[config.mk]
export PLATFORM = sky130hd
export DESIGN_NAME = arlt_ram
export DESIGN_NICKNAME = d
export VERILOG_FILES = /design/src/rtl/arlt_ram.sv
export SDC_FILE = /design/constraint.sdc
export NUM_CORES = 1
export LEC_CHECK = 0
export CORE_MARGIN = 3
export CORE_UTILIZATION = 50
export DETAILED_ROUTE_END_ITERATION = 16
export DONT_BUFFER_PORTS = 1
export HOLD_SLACK_MARGIN = 0.05
export PLACE_DENSITY = 0.67
export SETUP_SLACK_MARGIN = 0.4
export SLEW_MARGIN = 30
export SYNTH_ARGS = -nofsm -noshare
export SYNTH_HDL_FRONTEND = slang
export SYNTH_SLANG_ARGS = --single-unit
[constraint.sdc]
create_clock -name aclk -period 2.35 [get_ports aclk]
set_clock_uncertainty 0.1 [all_clocks]
set_input_delay 0.235 -clock aclk [delete_from_list [all_inputs] [get_ports aclk]]
set_output_delay 0.235 -clock aclk [all_outputs]
set_load 0.005 [all_outputs]
[src/rtl/arlt_ram.sv]
// Generic single-write, single-read RAM with registered read data.
module arlt_ram #(
    parameter int WIDTH = 8,
    parameter int DEPTH = 16
) (
    input  logic                                 aclk,
    input  logic                                 we,
    input  logic [((DEPTH > 1) ? $clog2(DEPTH) : 1)-1:0] waddr,
    input  logic [WIDTH-1:0]                     wdata,
    input  logic [((DEPTH > 1) ? $clog2(DEPTH) : 1)-1:0] raddr,
    output logic [WIDTH-1:0]                     rdata
);

    logic [WIDTH-1:0] mem [DEPTH];

    always_ff @(posedge aclk) begin
        if (we) begin
            mem[waddr] <= wdata;
        end
        rdata <= mem[raddr];
    end

endmodule

---- After elaboration in Yosys (flattened, before gate mapping) ----
Memory sizes are Yosys's and may differ from the RTL's. A register that Yosys moved wholly into a read port is not among the register bits.
Cells that the tools add are included.
word-level totals
  input port bits ......................... 18
  logic and storage cells ................. 3
  output and inout bits ................... 8
  memory bits (writable) .................. 128
  flip-flop bits (word level) ............. 0
  bits in latches ......................... 0
  bits in read-only memories .............. 0
  memories kept ........................... 1
cells by class
  multiplexer cells ....................... 2
  add/subtract/negate cells ............... 0
  reductions and logical operators ........ 0
  order comparisons ....................... 0
  eq/ne operators ......................... 0
  shift operators ......................... 0
  $mul .................................... 0
  bitwise gates (word level) .............. 0
  div/mod/pow operators ................... 0
memories
  memory  depth  width  read ports  clocked after Yosys merged registers in  wr ports  RTL line  RTL
  mem     16     8      1           1                                        1         14        logic [WIDTH-1:0] mem [DEPTH];
operator list
  kind              count
  2-to-1 mux 1 bit  2

---- Longest topological paths before layout ----
  depth in word-level cells ............... 2
  mapped depth ............................ 5
  gate-level depth less buffers ........... 3

---- Worst setup path before layout ----
No wires, ideal clock.
  kind .................................... input port to flip-flop
  from .................................... input port waddr[2] in the netlist's numbering
  to ...................................... memory mem[0][0], enable pin
  setup slack ............................. 0.522 ns
  stages .................................. 2
  library setup time ...................... 0.383 ns
  buffers on the path ..................... 0
  arrival ................................. 1.345 ns
  required time ........................... 1.867 ns
  path through ............................ or3b_2 -> nor3_1
RTL lines
  element      RTL line  RTL
  from (decl)  8         input logic [((DEPTH > 1) ? $clog2(DEPTH) : 1)-1:0] waddr,
  to (decl)    14
Straight into the memory's write port.

==> run_results.csv <==
group,metric,value,unit
critical_path,crit_slowest_cell,"dlygate4sd3_1",
critical_path,crit_chain,"mux4_2, dlygate4sd3_1, a22oi_1, nand2_1",
synthesis,synth_cell_types,19,
critical_path,cp-end-kind,"flip-flop",
drt,drt_iter0_markers,169,
power,vdd_ir_drop_max,0.501,mV
sta,final.setup.tns,0,ps
drt,routed_via_density,5.88,
sta,final-setup-viol-count,0,
layout,diodes,0,
global_routing,grt_pass1_wl,15200,µm
flow_run,maxCapViolations,0,
layout,nNetsFinal,286,
synthesis,syn_area_per_cell,22.5,µm²
clock_network,cts_root_buf,"clkbuf_8",
critical_path,start_kind,"flip-flop",
sta,finalHoldWorstSlack,73.7,ps
critical_path,cp_data_required_time,2650,ps
sta,finalCriticalPeriod,1840,ps
drt,vias,2429,
hold_path,min_path_type,"in2reg",
layout,area_growth,19.7,%
place,post-dp-hpwl,5880,µm
critical_path,slowest_delay,580,ps
global_routing,track_usage,0.191,
sta,tightest_slew,787,ps
synthesis,yosysWarningCount,0,
layout,layout_common_cells,"128 x edfxtp_1, 18 x mux4_2, 16 x a22oi_1, 16 x clkbuf_16, 15 x dlygate4sd3_1",
drt,wl_per_cell,24.0,µm
critical_path,critical_path_class,"reg2reg",
floorplan,design.die.area,11500,µm²
drt,routed_wl,9890,µm
clock_network,cts_setup_buffers,0,
place,port_buffers,0,
clock_network,cts.reportedPaths.clkPinSlew,60,ps
synthesis,syn-num-nets,247,
sta,rsz0062_at_grt,"no",
drt,first_pass_iters,6,
floorplan,io_pins,26,
power,p_leak,0.00206,µW
layout,final_common_cell,"edfxtp_1",
sta,slew-limit-headroom,0.473,
floorplan,die_w,107,µm
clock_network,cts.sinks,136,
critical_path,crit_arrival,2150,ps
clock_network,ctsHoldBuffers,17,
global_routing,overflow,0,
place,placed_cells,365,
sta,min_period_over_period,0.784,
critical_path,cpLargestDelayFamily,"buffers and inverters",
sta,slew_violations,0,
outcome,outcome,"finished clean",
global_routing,antenna_found_initial,0,
synthesis,synth_cells,229,
synthesis,ys_seq_area_frac,0.778,
global_routing,grt_max_degree,33,
sta,fmax,543,MHz
clock_network,cts_buffers,17,
floorplan,die_h,107,µm
layout,stdcell_count,413,
critical_path,worst-path-buf-inv,1,
layout,fin_util,0.622,
clock_network,cts_buffer_depth,2,
floorplan,row_count,36,
synthesis,yosys.area.top_type_share,0.747,
drt,remaining_drc_errors,0,
clock_network,cts_resized,0,
global_routing,grt_pass1_vias,2540,
critical_path,critPathMaxFanout,1,
clock_network,clkLatencyLatePin,520,ps
synthesis,yosys.area.top_type,"edfxtp_1",
synthesis,ys_top_cells_by_area,"edfxtp_1 75%, mux4_2 7.9%, mux4_1 7.1%",
place,gp_congestion,0.789,
layout,final_layout_size_suffix_gt1_frac,0.225,
floorplan,core_area,9910,µm²
power,cellPowerDensity,947,nW/µm²
synthesis,syn_area,5150,µm²
clock_network,cts_tree,"yes",
drt,ant_nets,0,
floorplan,initial_utilization,0.519,
sta,finalHoldViolCount,0,
synthesis,synth_seq_cells,136,
clock_network,cts_max_level,4,
-- synthesized netlist by cell type --
master and instances:
a22oi_1 16, and2_1 1, and2b_1 1, buf_2 3, buf_4 1, buf_6 3
clkdlybuf4s25_2 3, dfxtp_1 8, edfxtp_1 128, mux4_1 14, mux4_2 18, nand2_1 9
nand2b_1 2, nand3_1 1, nand3b_1 2, nor2_1 13, nor2b_1 1, nor3_1 4
or3b_2 1
-- area by class of cell --
class	instances	area (µm²)
clock buffer	19	422
clock inverter	12	224
fill	672	3750
multi-input combinational	83	1060
sequential	136	4000
tap	133	166
timing repair buffer	30	288
-- final timing paths --
check / from / to / slack [ps] / cells after the start
worst min register to register: mem[15][4] / rdata[4] / 580 / 3
worst max register to register: mem[12][0] / rdata[0] / 510 / 4
worst max-delay path: mem[12][0] / rdata[0] / 510 / 4
worst min-delay path: raddr[0] / rdata[2] / 70 / 3
-- state kept, by name, summed over array words and instances, names as in the netlist --
name / flops
rdata: 8
mem: 128
-- where the power goes --
| group | leakage [µW] | internal [µW] | switching, µW |
|---|---|---|---|
| logic | 0.000524 | 104 | 124 |
| registers | 0.00122 | 2710 | 18.0 |
| clock network | 0.000312 | 1930 | 943 |
| total | 0.00206 | 4750 | 1080 |
-- stage by stage --
| stage | instance area [µm²] | total power (µW) | setup WS, ps |
|---|---|---|---|
| after floorplan | 5150 | 2910 | 522 |
| after global placement | 5330 | 2930 | 647 |
| after detailed placement | 5330 | 2930 | 628 |
| after CTS | 6160 | 5880 | 529 |
| after global routing | 6160 | 6000 | 412 |
| final | 6160 | 5830 | 508 |
-- worst reg2reg max path, cell delays in order (launching register included) --
cell and delay (ps):
edfxtp_1 380, mux4_2 460, dlygate4sd3_1 580, a22oi_1 140, nand2_1 70
-- layer usage --
layer / wire length (µm) / vias up / GRT usage
met4: 235 / 0 / 0.0812
met2: 4880 / 88 / 0.298
li1: - / 1055 / -
met5: 0 / - / 0
met1: 4160 / 1263 / 0.250
met3: 619 / 23 / 0.0600
-- logic make-up after synthesis --
kind of cell | after synthesis | synth area share
DFF | 136 | 0.778
and+or+nand+nor | 35 | 0.0318
muxes | 32 | 0.150
AOI/OAI and AO/OA | 16 | 0.0233
buffers and inverters | 10 | 0.0168
Note: power is estimated with default switching activity, not from simulation.
